`src/hw/rtl/sspr_pkg.sv`:
```
// Shared types, codes and the CRC update function for the status packet receiver.
package sspr_pkg;

    localparam int QueueDepth = 4;
    localparam int QueueAw = $clog2(QueueDepth);

    localparam logic [1:0] REQ_START   = 2'd0;
    localparam logic [1:0] REQ_BYTE    = 2'd1;
    localparam logic [1:0] REQ_TIMEOUT = 2'd2;

    localparam logic [1:0] CFG_EXPECTED_ID     = 2'd0;
    localparam logic [1:0] CFG_EXPECTED_LENGTH = 2'd1;
    localparam logic [1:0] CFG_DATA_COUNT      = 2'd2;
    localparam logic [1:0] CFG_FAST_MODE       = 2'd3;

    localparam logic [3:0] ST_OK           = 4'd0;
    localparam logic [3:0] ST_HDR_TIMEOUT  = 4'd1;
    localparam logic [3:0] ST_PREAMBLE     = 4'd2;
    localparam logic [3:0] ST_ID           = 4'd3;
    localparam logic [3:0] ST_LENGTH       = 4'd4;
    localparam logic [3:0] ST_INSTR        = 4'd5;
    localparam logic [3:0] ST_ERR_TIMEOUT  = 4'd6;
    localparam logic [3:0] ST_DATA_TIMEOUT = 4'd7;
    localparam logic [3:0] ST_CRC_TIMEOUT  = 4'd8;
    localparam logic [3:0] ST_CRC_BAD      = 4'd9;

    localparam logic [2:0] HDR_LAST_INDEX = 3'd7;
    localparam logic [7:0] INSTR_STATUS   = 8'h55;
    localparam logic [15:0] CRC_POLY      = 16'h8005;

    localparam logic [7:0] CFG_ID_RESET     = 8'd1;
    localparam logic [15:0] CFG_LEN_RESET   = 16'd3;

    typedef enum logic [1:0] {
        ITEM_START,
        ITEM_BYTE,
        ITEM_TIMEOUT
    } item_kind_t;

    typedef enum logic [2:0] {
        PH_IDLE,
        PH_HEADER,
        PH_ERROR,
        PH_DATA,
        PH_CRC_LO,
        PH_CRC_HI
    } phase_t;

    typedef struct packed {
        item_kind_t kind;
        logic [7:0] rx_byte;
    } q_entry_t;

    typedef struct packed {
        logic     valid;
        q_entry_t entry;
    } q_push_t;

    typedef struct packed {
        logic [7:0]  expected_id;
        logic [15:0] expected_length;
        logic [7:0]  data_count;
        logic        fast_mode;
    } cfg_t;

    function automatic logic [7:0] preamble_byte(input logic [1:0] idx);
        logic [7:0] val;
        case (idx)
            2'd0: val = 8'hFF;
            2'd1: val = 8'hFF;
            2'd2: val = 8'hFD;
            default: val = 8'h00;
        endcase
        return val;
    endfunction

    function automatic logic [15:0] crc_feed(input logic [15:0] crc, input logic [7:0] b);
        logic [15:0] c;
        c = crc ^ {b, 8'h00};
        for (int i = 0; i < 8; i++) begin
            if (c[15]) begin
                c = {c[14:0], 1'b0} ^ CRC_POLY;
            end else begin
                c = {c[14:0], 1'b0};
            end
        end
        return c;
    endfunction

endpackage

```
`src/hw/rtl/sspr_front.sv`:
```
// Input side: takes transactions and classifies them into queue entries.
module sspr_front (
    input  logic                s_tvalid,
    output logic                s_tready,
    input  logic [7:0]          s_tdata,   // [7:0] rx_byte
    input  logic [1:0]          s_tuser,   // [1:0] req_type
    input  logic                q_full,
    output sspr_pkg::q_push_t   q_push
);

    sspr_pkg::item_kind_t kind;
    logic                 known;

    always_comb begin
        kind  = sspr_pkg::ITEM_START;
        known = 1'b1;
        case (s_tuser)
            sspr_pkg::REQ_START:   kind = sspr_pkg::ITEM_START;
            sspr_pkg::REQ_BYTE:    kind = sspr_pkg::ITEM_BYTE;
            sspr_pkg::REQ_TIMEOUT: kind = sspr_pkg::ITEM_TIMEOUT;
            default:               known = 1'b0;
        endcase
    end

    assign s_tready = !q_full;

    // Unknown request types are accepted and dropped here.
    assign q_push.valid         = s_tvalid && s_tready && known;
    assign q_push.entry.kind    = kind;
    assign q_push.entry.rx_byte = s_tdata;

endmodule

```
`src/hw/rtl/sspr_queue.sv`:
```
// Short queue of classified items between the input side and the packet engine.
module sspr_queue (
    input  logic                aclk,
    input  logic                aresetn,
    input  sspr_pkg::q_push_t   q_push,
    output logic                q_full,
    output logic                q_valid,
    output sspr_pkg::q_entry_t  q_head,
    input  logic                q_pop
);

    sspr_pkg::q_entry_t            slots_reg [sspr_pkg::QueueDepth];
    logic [sspr_pkg::QueueAw-1:0]  wr_ptr_reg, wr_ptr_next;
    logic [sspr_pkg::QueueAw-1:0]  rd_ptr_reg, rd_ptr_next;
    logic [sspr_pkg::QueueAw:0]    count_reg, count_next;
    logic                          do_pop;

    assign q_full  = count_reg == (sspr_pkg::QueueAw+1)'(sspr_pkg::QueueDepth);
    assign q_valid = count_reg != '0;
    assign q_head  = slots_reg[rd_ptr_reg];
    assign do_pop  = q_pop && q_valid;

    always_comb begin
        wr_ptr_next = wr_ptr_reg;
        rd_ptr_next = rd_ptr_reg;
        count_next  = count_reg;
        if (q_push.valid) begin
            wr_ptr_next = wr_ptr_reg + 1'b1;
        end
        if (do_pop) begin
            rd_ptr_next = rd_ptr_reg + 1'b1;
        end
        if (q_push.valid && !do_pop) begin
            count_next = count_reg + 1'b1;
        end else if (!q_push.valid && do_pop) begin
            count_next = count_reg - 1'b1;
        end
    end

    always_ff @(posedge aclk) begin
        if (!aresetn) begin
            wr_ptr_reg <= '0;
            rd_ptr_reg <= '0;
            count_reg  <= '0;
        end else begin
            wr_ptr_reg <= wr_ptr_next;
            rd_ptr_reg <= rd_ptr_next;
            count_reg  <= count_next;
        end
    end

    always_ff @(posedge aclk) begin
        if (q_push.valid) begin
            slots_reg[wr_ptr_reg] <= q_push.entry;
        end
    end

endmodule

```
`src/hw/rtl/sspr_back.sv`:
```
// Packet engine: header checks, CRC, data pass-through and the output register.
module sspr_back (
    input  logic                aclk,
    input  logic                aresetn,
    input  sspr_pkg::cfg_t      cfg,
    input  logic                q_valid,
    input  sspr_pkg::q_entry_t  q_head,
    output logic                q_pop,
    output logic                m_tvalid,
    input  logic                m_tready,
    output logic [23:0]         m_tdata,   // [7:0] data_byte, [11:8] status_code,
                                           // [19:12] device_error, [23:20] zero
    output logic                m_tuser,   // [0] out_kind
    output logic                m_tlast    // last
);

    sspr_pkg::phase_t phase_reg, phase_next;
    logic [7:0]  byte_index_reg, byte_index_next;
    logic [2:0]  header_fault_reg, header_fault_next;
    logic [15:0] running_crc_reg, running_crc_next;
    logic [7:0]  crc_low_byte_reg, crc_low_byte_next;
    logic [7:0]  error_byte_reg, error_byte_next;
    logic [7:0]  length_low_byte_reg, length_low_byte_next;
    logic        have_error_byte_reg, have_error_byte_next;

    logic        out_valid_reg, out_valid_next;
    logic        out_kind_reg, out_kind_next;
    logic [7:0]  out_data_reg, out_data_next;
    logic [3:0]  out_status_reg, out_status_next;
    logic [7:0]  out_dev_err_reg, out_dev_err_next;
    logic        out_last_reg, out_last_next;

    logic [7:0]  b;
    logic [15:0] crc_upd;
    logic [2:0]  fault_cur;
    logic [2:0]  fault_eff;
    logic        emit;
    logic [3:0]  emit_code;

    assign b       = q_head.rx_byte;
    assign crc_upd = sspr_pkg::crc_feed(running_crc_reg, b);
    assign q_pop   = q_valid && (!out_valid_reg || m_tready);

    always_comb begin
        fault_cur = '0;
        case (byte_index_reg[2:0])
            3'd0, 3'd1, 3'd2, 3'd3: begin
                if (b != sspr_pkg::preamble_byte(byte_index_reg[1:0])) begin
                    fault_cur = sspr_pkg::ST_PREAMBLE[2:0];
                end
            end
            3'd4: begin
                if (b != cfg.expected_id) begin
                    fault_cur = sspr_pkg::ST_ID[2:0];
                end
            end
            3'd5: fault_cur = '0;
            3'd6: begin
                if ({b, length_low_byte_reg} != cfg.expected_length) begin
                    fault_cur = sspr_pkg::ST_LENGTH[2:0];
                end
            end
            default: begin
                if (b != sspr_pkg::INSTR_STATUS) begin
                    fault_cur = sspr_pkg::ST_INSTR[2:0];
                end
            end
        endcase
        fault_eff = (header_fault_reg != '0) ? header_fault_reg : fault_cur;
    end

    always_comb begin
        phase_next           = phase_reg;
        byte_index_next      = byte_index_reg;
        header_fault_next    = header_fault_reg;
        running_crc_next     = running_crc_reg;
        crc_low_byte_next    = crc_low_byte_reg;
        error_byte_next      = error_byte_reg;
        length_low_byte_next = length_low_byte_reg;
        have_error_byte_next = have_error_byte_reg;
        out_valid_next       = out_valid_reg && !m_tready;
        out_kind_next        = out_kind_reg;
        out_data_next        = out_data_reg;
        out_status_next      = out_status_reg;
        out_dev_err_next     = out_dev_err_reg;
        out_last_next        = out_last_reg;
        emit                 = 1'b0;
        emit_code            = sspr_pkg::ST_OK;

        if (q_pop) begin
            case (q_head.kind)
                sspr_pkg::ITEM_START: begin
                    byte_index_next      = '0;
                    header_fault_next    = '0;
                    running_crc_next     = '0;
                    crc_low_byte_next    = '0;
                    error_byte_next      = '0;
                    length_low_byte_next = '0;
                    have_error_byte_next = 1'b0;
                    phase_next = cfg.fast_mode ? sspr_pkg::PH_ERROR : sspr_pkg::PH_HEADER;
                end
                sspr_pkg::ITEM_TIMEOUT: begin
                    case (phase_reg)
                        sspr_pkg::PH_HEADER: begin
                            emit      = 1'b1;
                            emit_code = sspr_pkg::ST_HDR_TIMEOUT;
                        end
                        sspr_pkg::PH_ERROR: begin
                            emit      = 1'b1;
                            emit_code = sspr_pkg::ST_ERR_TIMEOUT;
                        end
                        sspr_pkg::PH_DATA: begin
                            emit      = 1'b1;
                            emit_code = sspr_pkg::ST_DATA_TIMEOUT;
                        end
                        sspr_pkg::PH_CRC_LO, sspr_pkg::PH_CRC_HI: begin
                            emit      = 1'b1;
                            emit_code = sspr_pkg::ST_CRC_TIMEOUT;
                        end
                        default: emit = 1'b0;
                    endcase
                end
                sspr_pkg::ITEM_BYTE: begin
                    case (phase_reg)
                        sspr_pkg::PH_HEADER: begin
                            running_crc_next  = crc_upd;
                            header_fault_next = fault_eff;
                            if (byte_index_reg[2:0] == 3'd5) begin
                                length_low_byte_next = b;
                            end
                            if (byte_index_reg[2:0] == sspr_pkg::HDR_LAST_INDEX) begin
                                if (fault_eff != '0) begin
                                    emit      = 1'b1;
                                    emit_code = {1'b0, fault_eff};
                                end else begin
                                    phase_next      = sspr_pkg::PH_ERROR;
                                    byte_index_next = '0;
                                end
                            end else begin
                                byte_index_next = byte_index_reg + 8'd1;
                            end
                        end
                        sspr_pkg::PH_ERROR: begin
                            running_crc_next     = crc_upd;
                            error_byte_next      = b;
                            have_error_byte_next = 1'b1;
                            byte_index_next      = '0;
                            phase_next = (cfg.data_count == '0) ? sspr_pkg::PH_CRC_LO
                                                                : sspr_pkg::PH_DATA;
                        end
                        sspr_pkg::PH_DATA: begin
                            running_crc_next = crc_upd;
                            out_valid_next   = 1'b1;
                            out_kind_next    = 1'b0;
                            out_data_next    = b;
                            out_status_next  = sspr_pkg::ST_OK;
                            out_dev_err_next = error_byte_reg;
                            out_last_next    = 1'b0;
                            if ({1'b0, byte_index_reg} + 9'd1 >= {1'b0, cfg.data_count}) begin
                                phase_next      = sspr_pkg::PH_CRC_LO;
                                byte_index_next = '0;
                            end else begin
                                byte_index_next = byte_index_reg + 8'd1;
                            end
                        end
                        sspr_pkg::PH_CRC_LO: begin
                            crc_low_byte_next = b;
                            phase_next        = sspr_pkg::PH_CRC_HI;
                        end
                        sspr_pkg::PH_CRC_HI: begin
                            emit      = 1'b1;
                            emit_code = ({b, crc_low_byte_reg} == running_crc_reg)
                                        ? sspr_pkg::ST_OK : sspr_pkg::ST_CRC_BAD;
                        end
                        default: emit = 1'b0;
                    endcase
                end
                default: emit = 1'b0;
            endcase
        end

        if (emit) begin
            out_valid_next   = 1'b1;
            out_kind_next    = 1'b1;
            out_data_next    = '0;
            out_status_next  = emit_code;
            out_dev_err_next = have_error_byte_reg ? error_byte_reg : 8'd0;
            out_last_next    = 1'b1;
            phase_next       = sspr_pkg::PH_IDLE;
        end
    end

    always_ff @(posedge aclk) begin
        if (!aresetn) begin
            phase_reg           <= sspr_pkg::PH_IDLE;
            byte_index_reg      <= '0;
            header_fault_reg    <= '0;
            running_crc_reg     <= '0;
            crc_low_byte_reg    <= '0;
            error_byte_reg      <= '0;
            length_low_byte_reg <= '0;
            have_error_byte_reg <= 1'b0;
            out_valid_reg       <= 1'b0;
        end else begin
            phase_reg           <= phase_next;
            byte_index_reg      <= byte_index_next;
            header_fault_reg    <= header_fault_next;
            running_crc_reg     <= running_crc_next;
            crc_low_byte_reg    <= crc_low_byte_next;
            error_byte_reg      <= error_byte_next;
            length_low_byte_reg <= length_low_byte_next;
            have_error_byte_reg <= have_error_byte_next;
            out_valid_reg       <= out_valid_next;
        end
    end

    always_ff @(posedge aclk) begin
        out_kind_reg    <= out_kind_next;
        out_data_reg    <= out_data_next;
        out_status_reg  <= out_status_next;
        out_dev_err_reg <= out_dev_err_next;
        out_last_reg    <= out_last_next;
    end

    assign m_tvalid = out_valid_reg;
    assign m_tdata  = {4'd0, out_dev_err_reg, out_status_reg, out_data_reg};
    assign m_tuser  = out_kind_reg;
    assign m_tlast  = out_last_reg;

endmodule

```
`src/hw/rtl/servo_status_packet_v2_receiver.sv`:
```
// Top level of the servo bus status packet receiver.
//
// The input stream carries one request per transaction: s_tuser holds the
// request type (start, received byte or read timeout) and s_tdata the byte.
// The output stream gives data bytes as they pass (m_tuser low) and one final
// status per packet (m_tuser high, m_tlast high) with the device error byte.
// Registers are written through the cfg channel, which is always ready, and
// should only be written while no packet is in flight.
// A request accepted into the queue is handled by the packet engine, whose
// result is registered before it appears on m_tdata. While the output is
// not stalled by m_tready the block sustains one request per cycle: the
// classifier, the four-entry queue and the packet engine each pass one item
// a cycle, and the CRC update of one byte is done within the engine's cycle.
// Reset returns the registers to their defaults, empties the queue and leaves
// the engine idle with no result pending.
// When the receiver stalls the output holds its transaction, the engine stops
// and the queue fills; s_tready falls once the queue holds four items.
module servo_status_packet_v2_receiver (
    input  logic        aclk,
    input  logic        aresetn,
    input  logic        s_tvalid,
    output logic        s_tready,
    input  logic [7:0]  s_tdata,    // [7:0] rx_byte
    input  logic [1:0]  s_tuser,    // [1:0] req_type
    output logic        m_tvalid,
    input  logic        m_tready,
    output logic [23:0] m_tdata,    // [7:0] data_byte, [11:8] status_code,
                                    // [19:12] device_error, [23:20] zero
    output logic        m_tuser,    // [0] out_kind
    output logic        m_tlast,
    input  logic        cfg_valid,
    output logic        cfg_ready,
    input  logic [1:0]  cfg_index,
    input  logic [15:0] cfg_data
);

    sspr_pkg::cfg_t     cfg_reg;
    sspr_pkg::q_push_t  q_push;
    sspr_pkg::q_entry_t q_head;
    logic               q_full;
    logic               q_valid;
    logic               q_pop;

    assign cfg_ready = 1'b1;

    always_ff @(posedge aclk) begin
        if (!aresetn) begin
            cfg_reg.expected_id     <= sspr_pkg::CFG_ID_RESET;
            cfg_reg.expected_length <= sspr_pkg::CFG_LEN_RESET;
            cfg_reg.data_count      <= '0;
            cfg_reg.fast_mode       <= 1'b0;
        end else if (cfg_valid && cfg_ready) begin
            case (cfg_index)
                sspr_pkg::CFG_EXPECTED_ID:     cfg_reg.expected_id     <= cfg_data[7:0];
                sspr_pkg::CFG_EXPECTED_LENGTH: cfg_reg.expected_length <= cfg_data;
                sspr_pkg::CFG_DATA_COUNT:      cfg_reg.data_count      <= cfg_data[7:0];
                sspr_pkg::CFG_FAST_MODE:       cfg_reg.fast_mode       <= cfg_data[0];
                default:                       cfg_reg.fast_mode       <= cfg_reg.fast_mode;
            endcase
        end
    end

    sspr_front u_front (
        .s_tvalid (s_tvalid),
        .s_tready (s_tready),
        .s_tdata  (s_tdata),
        .s_tuser  (s_tuser),
        .q_full   (q_full),
        .q_push   (q_push)
    );

    sspr_queue u_queue (
        .aclk    (aclk),
        .aresetn (aresetn),
        .q_push  (q_push),
        .q_full  (q_full),
        .q_valid (q_valid),
        .q_head  (q_head),
        .q_pop   (q_pop)
    );

    sspr_back u_back (
        .aclk     (aclk),
        .aresetn  (aresetn),
        .cfg      (cfg_reg),
        .q_valid  (q_valid),
        .q_head   (q_head),
        .q_pop    (q_pop),
        .m_tvalid (m_tvalid),
        .m_tready (m_tready),
        .m_tdata  (m_tdata),
        .m_tuser  (m_tuser),
        .m_tlast  (m_tlast)
    );

endmodule

```
`config.mk`:
```
export PLATFORM = sky130hd
export DESIGN_NAME = servo_status_packet_v2_receiver
export DESIGN_NICKNAME = d
export VERILOG_FILES = /design/src/hw/rtl/sspr_pkg.sv /design/src/hw/rtl/sspr_front.sv /design/src/hw/rtl/sspr_queue.sv /design/src/hw/rtl/sspr_back.sv /design/src/hw/rtl/servo_status_packet_v2_receiver.sv
export SDC_FILE = /design/constraint.sdc
export NUM_CORES = 1
export LEC_CHECK = 0
export ABC_AREA = 1
export BUFFER_PORTS_ARGS = -buffer_cell sky130_fd_sc_hd__buf_4
export CAP_MARGIN = 20
export CORE_AREA = 2 2 143 145
export DETAILED_ROUTE_END_ITERATION = 10
export DIE_AREA = 0 0 145 147
export PLACE_DENSITY_LB_ADDON = 0.25
export SYNTH_ARGS = -nofsm -noshare
export SYNTH_HDL_FRONTEND = slang
export SYNTH_SLANG_ARGS = --single-unit
```
`constraint.sdc`:
```
create_clock -name aclk -period 5 [get_ports aclk]
set_input_delay 1 -clock aclk [delete_from_list [all_inputs] [get_ports aclk]]
set_output_delay 1 -clock aclk [all_outputs]
set_load 0.02 [all_outputs]
```
Yosys cells after proc, flatten, opt, wreduce, memory -nomap -nowiden
Memories as Yosys holds them, arrays and structs flattened. A register that Yosys moved wholly into a read port is not among the register bits.
Cells that the tools add are included.

storage, ports and cells
  output and inout port bits = 29
  memories = 1
  bits in registers = 117
  bits in writable memories = 40
  latch bits = 0
  bits in read-only memories = 0

memories
  memory             depth  width  read ports  clocked after memory_dff  write ports  RTL line          text
  u_queue.slots_reg  4      10     1           1                         1            sspr_queue.sv:12  sspr_pkg::q_entry_t slots_reg [sspr_pkg::QueueDepth];

operators by class
  multiplexer cells = 75
  bitwise logic cells = 10
  shifts and indexed selects = 0
  div/mod/pow operators = 0
  equality and inequality tests = 38
  reductions and logical operators = 47
  multipliers = 0
  add/sub/neg operators = 6
  magnitude comparators = 1

operators with widths
  operator                                              count
  2-to-1 mux 16 bit                                     9
  2-to-1 mux 8 bit                                      13
  case mux 8 bit (2 select lines)                       5
  2-to-1 mux 3 bit                                      11
  case mux 16 bit (2 select lines)                      1
  2-to-1 mux 4 bit                                      7
  inverter 3 bit                                        8
  case mux 3 bit (4 select lines)                       2
  case mux 8 bit (3 select lines)                       1
  equality test 3 bit (second input constant)           7
  AND reduction 3 bit                                   6
  equality test 16 bit                                  1
  != test 16 bit                                        1
  != test 8 bit                                         2
  case mux 4 bit (2 select lines)                       2
  case mux 4 bit (4 select lines)                       1
  XOR 16 bit                                            1
  equality test 3 x 2 -> 1 bit (second input constant)  4
  2-to-1 mux 1 bit                                      12
  case mux 3 bit (2 select lines)                       2
  equality test 2 bit (second input constant)           5
  2-to-1 mux 2 bit                                      5
  nonzero test 2 bit                                    5
  adder 8 x 1 -> 9 bit (second input constant)          1
  32 further kinds                                      65

Longest topological paths before layout
  depth in word-level cells = 19
  mapped depth = 22
  gate-level depth less buffers = 21

Modules after synthesis
A second synthesis with hierarchy kept.

second synthesis, totals
  cell total of the unflattened synthesis = 1079
  area, all modules = 8200.4 µm²

by module, submodules not included
  module                           seq. area each (µm²)  area an instance (µm²)  instances  cells each
  sspr_back                        1661.6                4695.8                  1          688
  sspr_queue                       1381.3                1951.9                  1          160
  servo_status_packet_v2_receiver  660.6                 1457.6                  1          214
  sspr_front                       0.0                   95.1                    1          17

Worst setup path after synthesis
No wires, ideal clock.

  path type = input-to-reg
  from = input m_tready
  to = register u_back.out_dev_err_reg[0] (enable)
  arrival time = 2514 ps
  setup time = 351 ps
  setup slack = 2135 ps
  path buffers = 0
  stages on the path = 6
  cells stage by stage = nor2_1 > a21oi_1 > inv_1 > nor3_2 > clkinv_1 > nand2_1

on the way
  longest elaborated chain between the ends = 5
  elaborated cells between the ends (all ways) = 7
  those cells by class = mux: 1; reduce/logical: 6

RTL lines
  what                               RTL line                               text
  start, declared                    servo_status_packet_v2_receiver.sv:26  input logic m_tready,
  logical OR 1 bit (*)               sspr_back.sv:42                        assign q_pop = q_valid && (!out_valid_reg || m_tready);
  logical AND 1 bit (*)              sspr_back.sv:42
  2-to-1 mux 1 bit                   sspr_back.sv:90                        if (q_pop) begin
  nonzero test 2 bit (no line)       -
  AND reduction 3 bit (no line) (*)  -
  end signal, assigned               sspr_back.sv:221                       out_dev_err_reg <= out_dev_err_next;
  end, declared                      sspr_back.sv:30                        logic [7:0] out_dev_err_reg, out_dev_err_next;

Mark *: on every way between the ends. The rest lies on a longest branch, timed or not.
A chain may end at the register's enable or synchronous reset.

==> flow_summary.yaml <==
route:
  drtIter0Drc: 447
  finalWirelength_um: 19900
  avgRoutedWirePerCell_um: 15.3
  remaining_drc_errors: 0
  vias_per_cell: 4.91
  drt-pass1-iter-count: 6
  antenna_left: 0
  vias: 6409
clock_tree:
  clock_latency_ns: 0.43
  cts.clk_slew.worst_paths_ns: 0.06
  cts_sinks: 159
  cts_hold_buf: 0
  post_cts_buffers: 0
  tritoncts: "done"
  numCtsBuffers: 17
  clock_path_buffers: 2
  cts_max_level: 4
  cts-root-buf: "clkbuf_16"
  ctsResizeCount: 0
power_and_ir_drop:
  clock_power_share_pct: 24.7
  total_power_mw: 5.48
  internal_power_mw: 3.12
  pwr-share-comb_pct: 43.8
  pwr-share-seq_pct: 31.5
  p_sw_mw: 2.36
  p_sw_share_pct: 43.1
  ir_drop_uv: 334
  p_per_area_mw_per_mm2: 610
  power_leakage_nw: 3.82
place:
  dp_hpwl_um: 14400
  place.gp.congestion: 0.904
  portBuffers: 56
worst_setup_path:
  critical_path.startpoint_type: "flip-flop"
  required_ns: 5.07
  path_max_fanout: 21
  crit_buf_inv: 3
  cpMostUsedCell: "nand2_1"
  path_delay_family: "simple AND/OR/NAND/NOR gates"
  path_cells: "inv_2, nand2_1, a32oi_1, inv_1, ha_1, nand2_1, nor3_2, clkinv_1, nand2_1"
  setup.worst_path.class: "reg -> reg"
  worstPathArrival_ns: 4.03
  worstSetupEndpointType: "flip-flop"
  critPathMaxStageDelay_ns: 0.78
  slowest_stage: "dfxtp_1"
floorplanning:
  rows: 52
  die_w_um: 145
  initial_utilization_pct: 39.1
  die_area_mm2: 0.0213
  die_h_um: 147
  core_area_mm2: 0.0198
  io_pins: 62
timing:
  drv_slew: 0
  setup_viol: 0
  final.min_clock_period_ns: 3.96
  max_freq_ghz: 0.252
  setup_tns_ns: 0
  fin_worst_skew_ns: 0.0101
  rsz0062_at_grt: "false"
  final-hold-violation-count: 0
  slew_headroom_pct: 32.1
  period_share_pct: 79.3
  worst_slew_pin_slew_ns: 1.01
  holdWs_ns: 0.458
logic_synthesis:
  synth-seq-area-share_pct: 47.8
  yosysTopAreaCell: "dfxtp_1"
  synthCells: 973
  synth_area_mm2: 0.00775
  avgSynthCellArea_um2: 7.96
  ys_warn_count: 0
  synth_top_area_share_pct: 27.6
  synth_area_leaders: "dfxtp_1 (28%), edfxtp_1 (20%), nand2_1 (10%)"
  yosysUniqueCellTypes: 45
  synth_seq_cells: 159
grt:
  gr-usage-met3_pct: 3.79
  use_met2_pct: 31.8
  grt_pass1_vias: 6134
  grt_use_met1_pct: 25.3
  grt_max_degree: 70
  grt_usage_pct: 19.1
  overflow: 0
  antenna_found_initial: 0
  grt_pass1_wl_um: 32100
  grt.busiest_layer: "met2"
finish:
  fin_nets: 1081
  largest_reg_flops: 40
  area_growth_pct: 15.9
  num_antenna_cells: 0
  drive_gt1_share_pct: 11.6
  fill_cells: 2010
flow_run:
  max_cap_viol_count: 0
outcome:
  run_status: "finished clean"
min_path:
  hold_class: "reg -> reg"
  hold_path_startpoint: "u_back.length_low_byte_reg[3]"
final cells by class:
type                       instances  area (µm²)  share of cell area (%)
sequential                       159        3700                    41.2
clock inverter                    15         185                    2.06
clock buffer                      17         425                    4.74
timing repair buffer              59         443                    4.93
inverter                         111         417                    4.64
tap                              270         338                    3.76
multi-input combinational        674        3470                    38.6
cells in the final DEF (no fill, tap or decap), drive strengths merged, types with 25 or more instances in the layout:
cell and instances:
nand2 230, nor2 134, inv 112, dfxtp 107, a21oi 79, o21ai 71, buf 59, edfxtp 52
nand3 51, ha 25, xor2 25
worst min-delay path: stages, from the launching register on:
cell and delay [ns]:
dfxtp_1 0.31, inv_1 0.05, a21oi_1 0.05
final timing paths:
kind,endpoint,slack (ns),cells after the start
worst min-delay path,u_back.length_low_byte_reg[3],0.46,2
worst max register to register,u_back.out_status_reg[2],1.04,9
worst max-delay path,u_back.out_status_reg[2],1.04,9
worst min register to register,u_back.length_low_byte_reg[3],0.46,2
metal layers:
layer | up-vias | wire [µm]
li1 | 3255 | -
met2 | 160 | 9380
met1 | 2971 | 9210
met3 | 23 | 932
met4 | 0 | 372
met5 | - | 0
kinds of logic after synthesis:
group           count (synthesis)  synth area share (%)
buf+inv                       143                  7.60
flops                         159                  47.8
simple gates                  436                  24.1
xor+xnor                       33                  3.83
compound gates                174                  12.3
other cells                     2                0.0969
fa+ha+maj                      26                  4.29
power by group through the flow:
| stage | clock network (mW) | registers, mW | logic [mW] |
|---|---|---|---|
| after detailed placement | 0 | 1.75 | 2.37 |
| after CTS | 1.37 | 1.73 | 2.39 |
| after global placement | 0 | 1.75 | 2.36 |
| after floorplan | 0 | 1.74 | 1.74 |
| final | 1.35 | 1.73 | 2.40 |
| after global routing | 1.43 | 1.76 | 2.72 |
cells in the mapped netlist:
master,n
dfxtp_1,107
inv_1,105
a41oi_1,1
inv_2,2
xor2_1,24
a211o_1,1
o221ai_1,1
nor2_4,2
nand2_4,2
nand4_1,2
o21ai_0,69
nand2_1,216
o211ai_1,3
nor3_2,1
nor4b_1,1
buf_1,2
nand2_2,11
o21ai_2,1
nor2_2,2
nand3_2,6
o41ai_1,1
nor2_1,130
edfxtp_1,52
o2111ai_1,2
nor3b_1,1
buf_4,12
ha_1,25
a32oi_1,2
nand3_1,45
xnor2_1,8
clkinv_1,4
a22oi_1,8
nor3_1,7
a21oi_1,77
nor4_1,3
fa_1,1
o21ai_1,1
a211oi_1,5
nand3b_1,6
a21oi_2,2
xor2_2,1
clkbuf_1,17
conb_1,2
buf_6,1
nand2_8,1
stage by stage:
| stage | worst slack [ns] | instances | instance area, µm² | util (%) |
|---|---|---|---|---|
| after floorplan | 2.14 | 976 | 7760 | - |
| after global placement | 1.20 | 1273 | 8370 | 42.2 |
| after detailed placement | 1.07 | 1273 | 8370 | 42.2 |
| after CTS | 1.03 | 1305 | 8980 | 45.3 |
| after global routing | 0.545 | 1305 | 8980 | 45.3 |
| final | 1.04 | 1305 | 8980 | 45.3 |
No activity file was read; power rests on OpenSTA's default activity.
